**src/rtl/swb_pkg.sv**
```systemverilog
// shared types and constants for the sprite window byte stream
package swb_pkg;

    localparam logic [6:0] MAX_WIDTH      = 7'd96;
    localparam logic [6:0] MAX_HEIGHT     = 7'd64;
    localparam logic [7:0] CMD_SET_COLUMN = 8'h15;
    localparam logic [7:0] CMD_SET_ROW    = 8'h75;
    localparam logic [7:0] COLUMN_END_RST = 8'd96;
    localparam logic [7:0] ROW_END_RST    = 8'd64;

    localparam logic CFG_COLUMN_END = 1'b0;
    localparam logic CFG_ROW_END    = 1'b1;

    typedef enum logic [3:0] {
        ST_COL_CMD,
        ST_COL_X,
        ST_COL_END,
        ST_ROW_CMD,
        ST_ROW_Y,
        ST_ROW_END,
        ST_PIX_HI,
        ST_PIX_LO,
        ST_TCOL_CMD,
        ST_TCOL_X,
        ST_TCOL_END,
        ST_TROW_CMD,
        ST_TROW_Y,
        ST_TROW_END
    } step_t;

    typedef struct packed {
        logic        open;
        logic        pixel;
        logic        tail;
        logic        last;
        logic [7:0]  wx;
        logic [7:0]  row_open;
        logic [7:0]  row_tail;
        logic [15:0] word;
    } job_t;

    typedef struct packed {
        logic column_end_we;
        logic row_end_we;
    } cfg_ctl_t;

endpackage

```
**src/rtl/swb_in_if.sv**
```systemverilog
// sprite pixel word channel
interface swb_in_if;
    logic        valid;
    logic        ready;
    logic        start_req;
    logic        draw;
    logic [7:0]  origin_x;
    logic [7:0]  origin_y;
    logic [6:0]  width;
    logic [6:0]  height;
    logic [15:0] pixel;

    modport source (output valid, start_req, draw, origin_x, origin_y, width, height, pixel,
                    input ready);
    modport sink   (input valid, start_req, draw, origin_x, origin_y, width, height, pixel,
                    output ready);
endinterface

```
**src/rtl/swb_out_if.sv**
```systemverilog
// controller byte channel
interface swb_out_if;
    logic       valid;
    logic       ready;
    logic [7:0] out_byte;
    logic       is_data;
    logic       end_of_sprite;

    modport source (output valid, out_byte, is_data, end_of_sprite, input ready);
    modport sink   (input valid, out_byte, is_data, end_of_sprite, output ready);
endinterface

```
**src/rtl/swb_front.sv**
```systemverilog
// front end: tracks sprite position and turns each pixel word into a byte job
module swb_front (
    input  logic          clk,
    input  logic          rst_n,
    swb_in_if.sink        sprite,
    input  logic          full,
    output logic          push,
    output swb_pkg::job_t job
);
    import swb_pkg::*;

    logic        active_reg, active_next;
    logic [6:0]  cc_reg, cc_next;
    logic [6:0]  rc_reg, rc_next;
    logic [7:0]  wx_reg, wy_reg;
    logic [6:0]  sw_reg, sh_reg;
    logic        dm_reg;
    logic [15:0] fp_reg;

    logic        accept;
    logic        start;
    logic        empty_sprite;
    logic [6:0]  w_sat, h_sat;
    logic [7:0]  cur_wx, cur_wy;
    logic [6:0]  cur_sw, cur_sh, cur_cc, cur_rc;
    logic        cur_dm;
    logic [15:0] cur_fp;
    logic [6:0]  cc_inc, rc_inc;
    logic        row_done, finished;

    assign sprite.ready = !full;
    assign accept       = sprite.valid && sprite.ready;
    assign start        = sprite.start_req;

    always_comb
    begin
        w_sat  = (sprite.width > MAX_WIDTH) ? MAX_WIDTH : sprite.width;
        h_sat  = (sprite.height > MAX_HEIGHT) ? MAX_HEIGHT : sprite.height;
        cur_wx = start ? sprite.origin_x : wx_reg;
        cur_wy = start ? sprite.origin_y : wy_reg;
        cur_sw = start ? w_sat : sw_reg;
        cur_sh = start ? h_sat : sh_reg;
        cur_dm = start ? sprite.draw : dm_reg;
        cur_fp = start ? sprite.pixel : fp_reg;
        cur_cc = start ? 7'd0 : cc_reg;
        cur_rc = start ? 7'd0 : rc_reg;

        empty_sprite = start && (w_sat == 7'd0 || h_sat == 7'd0);
        cc_inc   = cur_cc + 7'd1;
        rc_inc   = cur_rc + 7'd1;
        row_done = cc_inc >= cur_sw;
        finished = row_done && (rc_inc >= cur_sh);

        push = accept && (start || active_reg);

        job.open     = start;
        job.pixel    = !empty_sprite;
        job.tail     = !empty_sprite && row_done;
        job.last     = empty_sprite || finished;
        job.wx       = cur_wx;
        job.row_open = cur_wy;
        job.row_tail = cur_wy + {1'b0, rc_inc};
        job.word     = cur_dm ? sprite.pixel : cur_fp;

        active_next = !(empty_sprite || finished);
        cc_next     = row_done ? 7'd0 : cc_inc;
        rc_next     = row_done ? rc_inc : cur_rc;
    end

    always_ff @(posedge clk or negedge rst_n)
    begin
        if (!rst_n)
        begin
            active_reg <= 1'b0;
            cc_reg     <= '0;
            rc_reg     <= '0;
            wx_reg     <= '0;
            wy_reg     <= '0;
            sw_reg     <= '0;
            sh_reg     <= '0;
            dm_reg     <= 1'b0;
            fp_reg     <= '0;
        end
        else if (push)
        begin
            active_reg <= active_next;
            cc_reg     <= cc_next;
            rc_reg     <= rc_next;
            wx_reg     <= cur_wx;
            wy_reg     <= cur_wy;
            sw_reg     <= cur_sw;
            sh_reg     <= cur_sh;
            dm_reg     <= cur_dm;
            fp_reg     <= cur_fp;
        end
    end

`ifndef ASSERT_OFF
    a_empty_idle: assert property (@(posedge clk) disable iff (!rst_n)
        push && empty_sprite |=> !active_reg)
        else $error("empty sprite left block active");
    a_cc_bound: assert property (@(posedge clk) disable iff (!rst_n)
        active_reg |-> cc_reg < sw_reg)
        else $error("column count past sprite width");
    a_start_job: assert property (@(posedge clk) disable iff (!rst_n)
        push && !start |-> !job.open)
        else $error("window job without start");
`endif
endmodule

```
**src/rtl/swb_queue.sv**
```systemverilog
// two-entry job queue between front and back
module swb_queue (
    input  logic          clk,
    input  logic          rst_n,
    input  logic          push,
    input  swb_pkg::job_t push_job,
    input  logic          pop,
    output swb_pkg::job_t head,
    output logic          empty,
    output logic          full
);
    import swb_pkg::*;

    job_t       mem_reg [2];
    logic       wr_ptr_reg;
    logic       rd_ptr_reg;
    logic [1:0] count_reg;

    assign head  = mem_reg[rd_ptr_reg];
    assign empty = count_reg == 2'd0;
    assign full  = count_reg == 2'd2;

    always_ff @(posedge clk)
    begin
        if (push)
        begin
            mem_reg[wr_ptr_reg] <= push_job;
        end
    end

    always_ff @(posedge clk or negedge rst_n)
    begin
        if (!rst_n)
        begin
            wr_ptr_reg <= 1'b0;
            rd_ptr_reg <= 1'b0;
            count_reg  <= 2'd0;
        end
        else
        begin
            if (push)
            begin
                wr_ptr_reg <= !wr_ptr_reg;
            end
            if (pop)
            begin
                rd_ptr_reg <= !rd_ptr_reg;
            end
            if (push && !pop)
            begin
                count_reg <= count_reg + 2'd1;
            end
            else if (pop && !push)
            begin
                count_reg <= count_reg - 2'd1;
            end
        end
    end

`ifndef ASSERT_OFF
    a_no_overflow: assert property (@(posedge clk) disable iff (!rst_n)
        !(push && full))
        else $error("queue overflow");
    a_no_underflow: assert property (@(posedge clk) disable iff (!rst_n)
        !(pop && empty))
        else $error("queue underflow");
    a_count_bound: assert property (@(posedge clk) disable iff (!rst_n)
        count_reg != 2'd3)
        else $error("queue count out of range");
`endif
endmodule

```
**src/rtl/swb_back.sv**
```systemverilog
// back end: walks each job, registering one controller byte per cycle unless stalled
module swb_back (
    input  logic          clk,
    input  logic          rst_n,
    input  swb_pkg::job_t head,
    input  logic          empty,
    input  logic [7:0]    column_end,
    input  logic [7:0]    row_end,
    output logic          pop,
    swb_out_if.source     stream
);
    import swb_pkg::*;

    step_t      step_reg, step_next;
    logic       busy_reg, busy_next;
    logic       ov_reg;
    logic [7:0] byte_reg;
    logic       data_reg;
    logic       end_reg;

    step_t      cur_step;
    step_t      first_step;
    logic       load;
    logic       last_step;
    logic [7:0] byte_sel;
    logic       data_sel;

    assign stream.valid         = ov_reg;
    assign stream.out_byte      = byte_reg;
    assign stream.is_data       = data_reg;
    assign stream.end_of_sprite = end_reg;

    always_comb
    begin
        if (head.open)
        begin
            first_step = ST_COL_CMD;
        end
        else if (head.pixel)
        begin
            first_step = ST_PIX_HI;
        end
        else
        begin
            first_step = ST_TCOL_CMD;
        end
        cur_step  = busy_reg ? step_reg : first_step;
        load      = !empty && (!ov_reg || stream.ready);
        last_step = 1'b0;
        data_sel  = 1'b0;
        step_next = step_reg;
        busy_next = busy_reg;
        case (cur_step)
            ST_COL_CMD:  begin byte_sel = CMD_SET_COLUMN; step_next = ST_COL_X;    end
            ST_COL_X:    begin byte_sel = head.wx;        step_next = ST_COL_END;  end
            ST_COL_END:  begin byte_sel = column_end;     step_next = ST_ROW_CMD;  end
            ST_ROW_CMD:  begin byte_sel = CMD_SET_ROW;    step_next = ST_ROW_Y;    end
            ST_ROW_Y:    begin byte_sel = head.row_open;  step_next = ST_ROW_END;  end
            ST_ROW_END:
            begin
                byte_sel  = row_end;
                step_next = head.pixel ? ST_PIX_HI : ST_TCOL_CMD;
                last_step = !head.pixel && !head.tail;
            end
            ST_PIX_HI:
            begin
                byte_sel  = head.word[15:8];
                data_sel  = 1'b1;
                step_next = ST_PIX_LO;
            end
            ST_PIX_LO:
            begin
                byte_sel  = head.word[7:0];
                data_sel  = 1'b1;
                step_next = ST_TCOL_CMD;
                last_step = !head.tail;
            end
            ST_TCOL_CMD: begin byte_sel = CMD_SET_COLUMN; step_next = ST_TCOL_X;   end
            ST_TCOL_X:   begin byte_sel = head.wx;        step_next = ST_TCOL_END; end
            ST_TCOL_END: begin byte_sel = column_end;     step_next = ST_TROW_CMD; end
            ST_TROW_CMD: begin byte_sel = CMD_SET_ROW;    step_next = ST_TROW_Y;   end
            ST_TROW_Y:   begin byte_sel = head.row_tail;  step_next = ST_TROW_END; end
            ST_TROW_END:
            begin
                byte_sel  = row_end;
                step_next = ST_COL_CMD;
                last_step = 1'b1;
            end
            default:
            begin
                byte_sel  = row_end;
                step_next = ST_COL_CMD;
                last_step = 1'b1;
            end
        endcase
        if (load)
        begin
            busy_next = !last_step;
        end
        else
        begin
            step_next = step_reg;
        end
        pop = load && last_step;
    end

    always_ff @(posedge clk or negedge rst_n)
    begin
        if (!rst_n)
        begin
            step_reg <= ST_COL_CMD;
            busy_reg <= 1'b0;
            ov_reg   <= 1'b0;
        end
        else
        begin
            step_reg <= step_next;
            busy_reg <= busy_next;
            if (load)
            begin
                ov_reg <= 1'b1;
            end
            else if (stream.ready)
            begin
                ov_reg <= 1'b0;
            end
        end
    end

    always_ff @(posedge clk)
    begin
        if (load)
        begin
            byte_reg <= byte_sel;
            data_reg <= data_sel;
            end_reg  <= last_step && head.last;
        end
    end

`ifndef ASSERT_OFF
    a_end_is_cmd: assert property (@(posedge clk) disable iff (!rst_n)
        ov_reg && end_reg |-> !data_reg)
        else $error("sprite end on a data word");
    a_end_row_end: assert property (@(posedge clk) disable iff (!rst_n)
        ov_reg && end_reg |-> byte_reg == row_end)
        else $error("sprite end not on row end argument");
    a_pop_clears_busy: assert property (@(posedge clk) disable iff (!rst_n)
        pop |=> !busy_reg)
        else $error("job sequencer busy after pop");
`endif
endmodule

```
**src/rtl/sprite_window_byte_stream.sv**
```systemverilog
// top level of the sprite window byte stream
// Takes one 16-bit pixel word per input word and emits the controller byte stream at
// one byte per clock unless the output stalls. A start word opens with six window
// bytes (set-column, x, column end, set-row, y, row end); every pixel adds its high
// and low data bytes, and the last pixel of a row adds six more window bytes, so one
// input word gives 2, 6, 8 or 14 output words. Input words are taken every cycle
// while the two-entry job queue has room; the sustained rate is set by the byte
// sequencer in the back end, one output word per cycle unless the output stalls.
// Config writes go to the column end and row end registers and apply to later bytes.
module sprite_window_byte_stream (
    input  logic      clk,
    input  logic      rst_n,
    swb_in_if.sink    sprite,
    swb_out_if.source stream,
    input  logic      cfg_we,
    input  logic      cfg_index,
    input  logic [7:0] cfg_data
);
    import swb_pkg::*;

    logic [7:0] column_end_reg;
    logic [7:0] row_end_reg;
    cfg_ctl_t   cfg_ctl;
    job_t       push_job;
    job_t       head;
    logic       push;
    logic       pop;
    logic       empty;
    logic       full;

    always_comb
    begin
        cfg_ctl.column_end_we = cfg_we && (cfg_index == CFG_COLUMN_END);
        cfg_ctl.row_end_we    = cfg_we && (cfg_index == CFG_ROW_END);
    end

    always_ff @(posedge clk or negedge rst_n)
    begin
        if (!rst_n)
        begin
            column_end_reg <= COLUMN_END_RST;
            row_end_reg    <= ROW_END_RST;
        end
        else
        begin
            if (cfg_ctl.column_end_we)
            begin
                column_end_reg <= cfg_data;
            end
            if (cfg_ctl.row_end_we)
            begin
                row_end_reg <= cfg_data;
            end
        end
    end

    swb_front u_front (
        .clk    (clk),
        .rst_n  (rst_n),
        .sprite (sprite),
        .full   (full),
        .push   (push),
        .job    (push_job)
    );

    swb_queue u_queue (
        .clk      (clk),
        .rst_n    (rst_n),
        .push     (push),
        .push_job (push_job),
        .pop      (pop),
        .head     (head),
        .empty    (empty),
        .full     (full)
    );

    swb_back u_back (
        .clk        (clk),
        .rst_n      (rst_n),
        .head       (head),
        .empty      (empty),
        .column_end (column_end_reg),
        .row_end    (row_end_reg),
        .pop        (pop),
        .stream     (stream)
    );
endmodule
```
**src/flat_wrapper.sv**
```systemverilog
// flat-port wrapper written by rule: the top's interface ports become plain ports
module sprite_window_byte_stream_flat import swb_pkg::*;
  (clk, rst_n, cfg_we, cfg_index, cfg_data, sprite_valid, sprite_start_req, sprite_draw, sprite_origin_x, sprite_origin_y, sprite_width, sprite_height, sprite_pixel, sprite_ready, stream_valid, stream_out_byte, stream_is_data, stream_end_of_sprite, stream_ready);
  swb_in_if sprite_i ();
  swb_out_if stream_i ();
  input  logic clk;
  input  logic rst_n;
  input  logic cfg_we;
  input  logic cfg_index;
  input  logic [7:0] cfg_data;
  input wire logic [$bits(sprite_i.valid)-1:0] sprite_valid;
  input wire logic [$bits(sprite_i.start_req)-1:0] sprite_start_req;
  input wire logic [$bits(sprite_i.draw)-1:0] sprite_draw;
  input wire logic [$bits(sprite_i.origin_x)-1:0] sprite_origin_x;
  input wire logic [$bits(sprite_i.origin_y)-1:0] sprite_origin_y;
  input wire logic [$bits(sprite_i.width)-1:0] sprite_width;
  input wire logic [$bits(sprite_i.height)-1:0] sprite_height;
  input wire logic [$bits(sprite_i.pixel)-1:0] sprite_pixel;
  output wire logic [$bits(sprite_i.ready)-1:0] sprite_ready;
  output wire logic [$bits(stream_i.valid)-1:0] stream_valid;
  output wire logic [$bits(stream_i.out_byte)-1:0] stream_out_byte;
  output wire logic [$bits(stream_i.is_data)-1:0] stream_is_data;
  output wire logic [$bits(stream_i.end_of_sprite)-1:0] stream_end_of_sprite;
  input wire logic [$bits(stream_i.ready)-1:0] stream_ready;
  assign sprite_i.valid = sprite_valid;
  assign sprite_i.start_req = sprite_start_req;
  assign sprite_i.draw = sprite_draw;
  assign sprite_i.origin_x = sprite_origin_x;
  assign sprite_i.origin_y = sprite_origin_y;
  assign sprite_i.width = sprite_width;
  assign sprite_i.height = sprite_height;
  assign sprite_i.pixel = sprite_pixel;
  assign sprite_ready = sprite_i.ready;
  assign stream_valid = stream_i.valid;
  assign stream_out_byte = stream_i.out_byte;
  assign stream_is_data = stream_i.is_data;
  assign stream_end_of_sprite = stream_i.end_of_sprite;
  assign stream_i.ready = stream_ready;
  sprite_window_byte_stream u_core (.clk(clk), .rst_n(rst_n), .sprite(sprite_i), .stream(stream_i), .cfg_we(cfg_we), .cfg_index(cfg_index), .cfg_data(cfg_data));
endmodule
```
**config.mk**
```make
export PLATFORM = sky130hd
export DESIGN_NAME = sprite_window_byte_stream_flat
export DESIGN_NICKNAME = d
export VERILOG_FILES = /design/src/rtl/swb_pkg.sv /design/src/rtl/swb_in_if.sv /design/src/rtl/swb_out_if.sv /design/src/rtl/swb_front.sv /design/src/rtl/swb_queue.sv /design/src/rtl/swb_back.sv /design/src/rtl/sprite_window_byte_stream.sv /design/src/flat_wrapper.sv
export SDC_FILE = /design/constraint.sdc
export NUM_CORES = 1
export LEC_CHECK = 0
export ABC_CLOCK_PERIOD_IN_PS = 7900
export BUFFER_PORTS_ARGS = -buffer_cell sky130_fd_sc_hd__clkbuf_2
export CAP_MARGIN = 20
export CORE_MARGIN = 4
export CORE_UTILIZATION = 64
export DETAILED_ROUTE_END_ITERATION = 16
export PLACE_DENSITY = 0.84
export SLEW_MARGIN = 20
export SYNTH_ARGS = -nofsm -noshare
export SYNTH_HDL_FRONTEND = slang
export SYNTH_SLANG_ARGS = --single-unit
```
**constraint.sdc**
```tcl
create_clock -name clk -period 7.9 [get_ports clk]
set_input_delay 1.185 -clock clk [delete_from_list [all_inputs] [get_ports clk]]
set_output_delay 1.185 -clock clk [all_outputs]
set_load 0.01 [all_outputs]
```
==> flow_metrics.py, run 1 <==
metrics = {
    "clock_tree": {
        "cts-htree-levels": 4,
        "ctsResizeCount": 0,
        "cts-root-buf": "clkbuf_16",
        "post-cts-setup-buffer-count": 0,
        "clock-sinks": 186,
        "cts_tree": "done",
        "clk_pin_slew_ps": 70,
        "clockBufferDepth": 2,
        "cts_hold_buffers": 0,
        "cts_buffers": 17,
        "insertion_delay_ps": 430,
    },
    "pwr": {
        "irDropWorstVdd_uv": 226,
        "cellLeakagePower_uw": 0.00408,
        "p_sw_share_pct": 33.5,
        "p_seq_share_pct": 45.3,
        "switching_power_uw": 1180,
        "powerDensity_mw_per_mm2": 359,
        "intPower_uw": 2340,
        "finalPower_uw": 3530,
        "clock_power_share_pct": 22.4,
        "combPwrFrac_pct": 32.3,
    },
    "placed_design": {
        "postPlaceCellArea_mm2": 0.00929,
        "dp.cells": 905,
        "post-place-ws_ps": 2940,
        "io_buffers": 73,
        "place_congestion": 0.901,
        "dpl.hpwl_um": 13000,
    },
    "synth": {
        "synth_edf_count": 98,
        "synthCells": 676,
        "synth_ff_type": "edfxtp_1",
        "yosysWarnings": 0,
        "async_reset_ff_share_pct": 47.3,
        "synth_cell_type_count": 66,
        "synth_area_mm2": 0.00881,
        "syn-num-nets": 763,
        "ys_ff_latch": 186,
        "avgSynthCellArea_um2": 13.0,
        "ys_seq_area_share_pct": 58.4,
    },
    "status": {
        "status": "finished, final reports clean",
    },
    "timing": {
        "fmax_mhz": 240,
        "period_minus_slack_ps": 4170,
        "skew_ps": 11.6,
        "worstMarginPinSlew_ps": 1060,
        "hold_viol": 0,
        "slew_headroom_pct": 29.0,
        "slew_viol_final": 0,
        "setup_ws_ps": 3730,
        "rsz0062_at_grt": "false",
        "period_share_pct": 52.8,
        "tns_ps": 0,
        "setup_viol": 0,
    },
    "floorplan": {
        "io_pins": 74,
        "die_h_um": 125,
        "start_util_pct": 66.0,
        "dieWidth_um": 125,
        "core_mm2": 0.0133,
        "fp.dieArea_mm2": 0.0157,
        "num_rows": 42,
    },
    "drt": {
        "drcViolationCount": 0,
        "ant_nets": 0,
        "vias": 5723,
        "via_per_inst": 6.11,
        "wl_per_cell_um": 20.0,
        "detail_route.first_pass.iterations": 6,
        "routed_wirelength_um": 18800,
        "drt_iter0_markers": 475,
    },
    "global_routing": {
        "grt_pass1_wl_um": 30600,
        "grt_overflow": 0,
        "antenna_found_initial": 0,
        "track_usage_pct": 24.6,
        "grt_start_max_net_pins": 53,
        "grt_pass1_vias": 5890,
    },
    "final_layout": {
        "syn2layout_area_growth_pct": 11.5,
        "fin_area_mm2": 0.00983,
        "num_antenna_cells": 0,
        "final_common_cell": "edfxtp_1",
        "fillers": 891,
        "layout.cells.most_common_list": "edfxtp_1, dfrtp_1, mux2_2, clkbuf_2, nand2_1",
        "nets": 835,
        "stdcell_count": 937,
        "drive_gt1_share_pct": 26.9,
        "largest_reg_flops": 88,
    },
    "critical_path": {
        "critPathRequiredTime_ps": 8220,
        "crit_slowest_cell": "o21ai_1",
        "crit_fanout": 29,
        "cpPeakStageDelay_ps": 600,
        "path_class": "in2reg",
        "cp_num_buf_inv": 3,
        "critPathLaunchType": "primary input",
        "crit_arrival_ps": 4490,
        "cp-end-kind": "flip-flop",
        "crit_chain": "clkbuf_2 > buf_4 > clkinv_1 > nor2_1 > a21oi_1 > ha_1 > nand2_1 > o21ai_1 > a21oi_1 > o21ai_1 > o21ai_0 > a22o_1",
        "critical-path-top-delay-family": "compound AO/OA/AOI/OAI gates",
    },
    "job": {
        "cap_violations": 0,
    },
    "min_path": {
        "hold_class": "reg2reg",
    },
}
==> final cells by class <==
class / instances / area [um2] / share of cell area, %
clock inverters: 11 / 97.6 / 0.993
flip-flops and latches: 186 / 5150 / 52.4
inverters: 11 / 41.3 / 0.420
multi-input cells: 451 / 3450 / 35.1
well taps: 176 / 220 / 2.24
repair buffers: 81 / 428 / 4.35
clock buffers: 21 / 440 / 4.48
==> synthesized netlist by cell type (all sizes together), types with 5 or more instances <==
| master | number | area, um2 |
|---|---|---|
| o21a | 7 | 52.6 |
| nand2b | 7 | 43.8 |
| a21oi | 18 | 90.1 |
| nand3 | 13 | 75.1 |
| nand2 | 60 | 228 |
| a21o | 6 | 45.0 |
| xor2 | 10 | 87.6 |
| inv | 10 | 37.5 |
| o22ai | 9 | 56.3 |
| xnor2 | 10 | 87.6 |
| o221ai | 5 | 43.8 |
| edfxtp | 98 | 2940 |
| mux2 | 86 | 968 |
| mux2i | 50 | 500 |
| o21ai | 36 | 180 |
| ha | 24 | 300 |
| nor2b | 14 | 90.1 |
| dfrtp | 85 | 2130 |
| buf | 24 | 164 |
| nor2 | 43 | 161 |
==> kinds of logic (layout without fill, tap and decap cells) <==
group | after synthesis | count (layout) | synth area share (%)
AND/OR/NAND/NOR | 159 | 159 | 8.48
XOR/XNOR | 20 | 20 | 1.99
AO/OA/AOI/OAI | 111 | 111 | 8.31
adder cells (fa/ha/maj) | 25 | 25 | 3.63
multiplexers | 136 | 136 | 16.7
buffers and inverters | 39 | 124 | 2.50
flip-flops | 186 | 186 | 58.4
==> worst min-delay path, stage by stage (launching register included) <==
cell and delay [ps]:
dfrtp_1 350, nand2_1 40, o21ai_0 60
==> power by group through the flow <==
stage                     combinational, uW  clock, uW  sequential (uW)
final                                  1140        791             1600
after global routing                   1250        840             1630
after CTS                              1140        800             1590
after detailed placement               1130          0             1610
after global placement                 1080          0             1580
after floorplan                         867          0             1550
==> per-stage QoR <==
step           hold WS (ps)  utilization [%]
2_1_floorplan           442                -
3_3_place_gp            456             69.6
3_5_place_dp            472             69.6
4_1_cts                 488             73.6
5_1_grt                 506             73.6
6_report                487             73.6
==> path summary, 6_finish.rpt <==
| kind | slack [ps] | endpoint | from | cells past startpoint |
|---|---|---|---|---|
| setup / recovery | 3730 | u_core.u_front.rc_reg[1]$_DFFE_PN0P_ | sprite_start_req | 12 |
| min in group asynchronous | 730 | u_core.row_end_reg[1]$_DFFE_PN0P_ | rst_n | 1 |
| max in group asynchronous | 6070 | u_core.u_front.wy_reg[7]$_DFFE_PN0P_ | rst_n | 2 |
| hold / removal | 490 | u_core.u_front.sw_reg[4]$_DFFE_PN0P_ | u_core.u_front.sw_reg[4]$_DFFE_PN0P_ | 2 |
| setup reg to reg | 4940 | u_core.u_queue.mem_reg[1][40]$_DFFE_PP_ | u_core.u_front.rc_reg[0]$_DFFE_PN0P_ | 11 |
| hold reg to reg | 490 | u_core.u_front.sw_reg[4]$_DFFE_PN0P_ | u_core.u_front.sw_reg[4]$_DFFE_PN0P_ | 2 |
==> layer usage <==
layer	GRT usage, %	vias up	share of wire (%)
li1	-	2648	-
met1	34.0	2836	43
met2	39.4	207	49
met3	5.37	32	5.9
met4	7.78	0	1.7
met5	0	-	0
Power figures use the tool's default switching activity.
==> inputs of run 2 (changes only) <==
--- a/config.mk
+++ b/config.mk
@@ -5,13 +5,13 @@
 export SDC_FILE = /design/constraint.sdc
 export NUM_CORES = 1
 export LEC_CHECK = 0
-export ABC_CLOCK_PERIOD_IN_PS = 7900
+export ABC_CLOCK_PERIOD_IN_PS = 3800
 export BUFFER_PORTS_ARGS = -buffer_cell sky130_fd_sc_hd__clkbuf_2
 export CAP_MARGIN = 20
 export CORE_MARGIN = 4
-export CORE_UTILIZATION = 64
+export CORE_UTILIZATION = 54
 export DETAILED_ROUTE_END_ITERATION = 16
-export PLACE_DENSITY = 0.84
+export PLACE_DENSITY = 0.75
 export SLEW_MARGIN = 20
 export SYNTH_ARGS = -nofsm -noshare
 export SYNTH_HDL_FRONTEND = slang
==> constraint.sdc (replaced) <==
create_clock -name clk -period 3.8 [get_ports clk]
set_input_delay 0.57 -clock clk [delete_from_list [all_inputs] [get_ports clk]]
set_output_delay 0.57 -clock clk [all_outputs]
set_load 0.01 [all_outputs]
==> flow_metrics.py, run 2 (synthesized netlist as in run 1, its figures left out) <==
metrics = {
    "final_layout": {
        "nets": 839,
        "multi_input_area_mm2": 0.00345,
        "final_common_cell": "edfxtp_1",
        "regArea_mm2": 0.00515,
        "layout.cells.most_common_list": "edfxtp_1, dfrtp_1, mux2_2, clkbuf_2, nand2_1",
        "fin_area_mm2": 0.0101,
        "syn2layout_area_growth_pct": 14.2,
        "largest_reg_flops": 88,
        "drive_gt1_share_pct": 27.7,
        "num_antenna_cells": 0,
        "fillers": 1224,
        "stdcell_count": 980,
    },
    "global_routing": {
        "grt_pass1_wl_um": 30200,
        "track_usage_pct": 21.4,
        "grt_overflow": 0,
        "grt_pass1_vias": 5739,
        "antenna_found_initial": 0,
        "grt_start_max_net_pins": 79,
    },
    "min_path": {
        "hold_class": "in2async",
    },
    "clock_tree": {
        "cts_buffers": 17,
        "clockBufferDepth": 2,
        "cts-root-buf": "clkbuf_16",
        "cts_tree": "done",
        "post-cts-setup-buffer-count": 0,
        "ctsResizeCount": 0,
        "insertion_delay_ps": 430,
        "clk_pin_slew_ps": 60,
        "clock-sinks": 186,
        "cts_hold_buffers": 0,
        "cts-htree-levels": 4,
    },
    "floorplan": {
        "start_util_pct": 55.3,
        "fp.dieArea_mm2": 0.0184,
        "io_pins": 74,
        "die_h_um": 136,
        "num_rows": 46,
        "core_mm2": 0.0159,
        "dieWidth_um": 136,
    },
    "timing": {
        "worstMarginPinSlew_ps": 762,
        "setup_viol": 0,
        "slew_viol_final": 0,
        "holdWs_ps": 183,
        "skew_ps": 11.5,
        "fmax_mhz": 339,
        "period_share_pct": 77.7,
        "rsz0062_at_grt": "false",
        "tns_ps": 0,
        "slew_headroom_pct": 49.2,
        "period_minus_slack_ps": 2950,
        "hold_viol": 0,
    },
    "pwr": {
        "intPower_uw": 5200,
        "finalPower_uw": 7660,
        "powerDensity_mw_per_mm2": 761,
        "cellLeakagePower_uw": 0.00417,
        "irDropWorstVdd_uv": 445,
        "clock_power_share_pct": 25.7,
        "p_sw_share_pct": 32.1,
        "combPwrFrac_pct": 30.8,
        "switching_power_uw": 2460,
        "p_seq_share_pct": 43.5,
    },
    "critical_path": {
        "r2r_start": "u_core.u_front.rc_reg[0]$_DFFE_PN0P_",
        "crit_fanout": 11,
        "critPathLaunchType": "primary input",
        "crit_arrival_ps": 3280,
        "r2r_cells": 12,
        "r2r_setup_slack_ps": 890,
        "cp-end-kind": "flip-flop",
        "critPathRequiredTime_ps": 4130,
        "r2r-end": "u_core.u_front.active_reg$_DFFE_PN0P_",
        "path_class": "in2reg",
    },
    "placed_design": {
        "postPlaceCellArea_mm2": 0.00940,
        "dpl.hpwl_um": 13300,
        "dp.cells": 949,
        "io_buffers": 73,
        "place_congestion": 0.839,
    },
    "drt": {
        "drt_iter0_markers": 482,
        "ant_nets": 0,
        "wl_per_cell_um": 19.2,
        "routed_wirelength_um": 18800,
        "via_per_inst": 5.78,
        "vias": 5665,
        "detail_route.first_pass.iterations": 6,
        "drcViolationCount": 0,
    },
    "job": {
        "cap_violations": 0,
    },
    "status": {
        "status": "finished, final reports clean",
    },
}
-- run 2: critical path, cell delays in order --
cell and delay (ps):
clkbuf_2 240, nor2b_1 340, ha_1 310, and3_1 220, nand3_1 100, xor2_1 150
nor2_1 200, ha_1 320, a21oi_1 140, o21ai_0 100, a41oi_1 160, o21ai_0 160
o21ai_0 260
-- run 2: how the worst max path moves through the flow --
stage	from	endpoint	slack, ps	cells after the start
floorplan	sprite_start_req	u_core.u_queue.mem_reg[0][0]$_DFFE_PP_	310	5
global placement	sprite_start_req	u_core.u_queue.mem_reg[0][22]$_DFFE_PP_	610	10
detailed placement	sprite_start_req	u_core.u_front.active_reg$_DFFE_PN0P_	450	13
CTS	sprite_start_req	u_core.u_front.active_reg$_DFFE_PN0P_	910	13
global route	sprite_start_req	u_core.u_front.active_reg$_DFFE_PN0P_	700	13
finish	sprite_start_req	u_core.u_front.active_reg$_DFFE_PN0P_	850	13
-- run 2: layer usage --
layer  up-vias  global-route usage, %  wire length [um]  part of all wire (%)
met5         -                      0                 0                     0
met4         0                   4.76               231                   1.2
met3        14                   5.50              1010                   5.4
met2       182                   34.5              9250                    49
met1      2818                   29.7              8340                    44
li1       2651                      -                 -                     -
-- run 2: area by class of cell --
type / count / share of cell area [%]
flip-flops and latches: 186 / 51.2
clock buffers: 18 / 4.48
repair buffers: 85 / 4.84
inverters: 11 / 0.410
well taps: 216 / 2.69
multi-input cells: 451 / 34.3
clock inverters: 13 / 2.10
-- run 2: metrics by stage --
step | setup slack (ps) | util, %
finish | 846 | 63.1
global route | 702 | 63.1
CTS | 908 | 63.1
detailed placement | 450 | 58.9
global placement | 614 | 58.9
floorplan | 308 | -
-- run 2: power groups by stage --
stage | sequential, uW | combinational [uW] | clock [uW]
after floorplan | 3230 | 1800 | 0
after global placement | 3310 | 2270 | 0
after detailed placement | 3360 | 2360 | 0
after CTS | 3330 | 2380 | 1990
after global routing | 3390 | 2590 | 2090
final | 3330 | 2360 | 1970
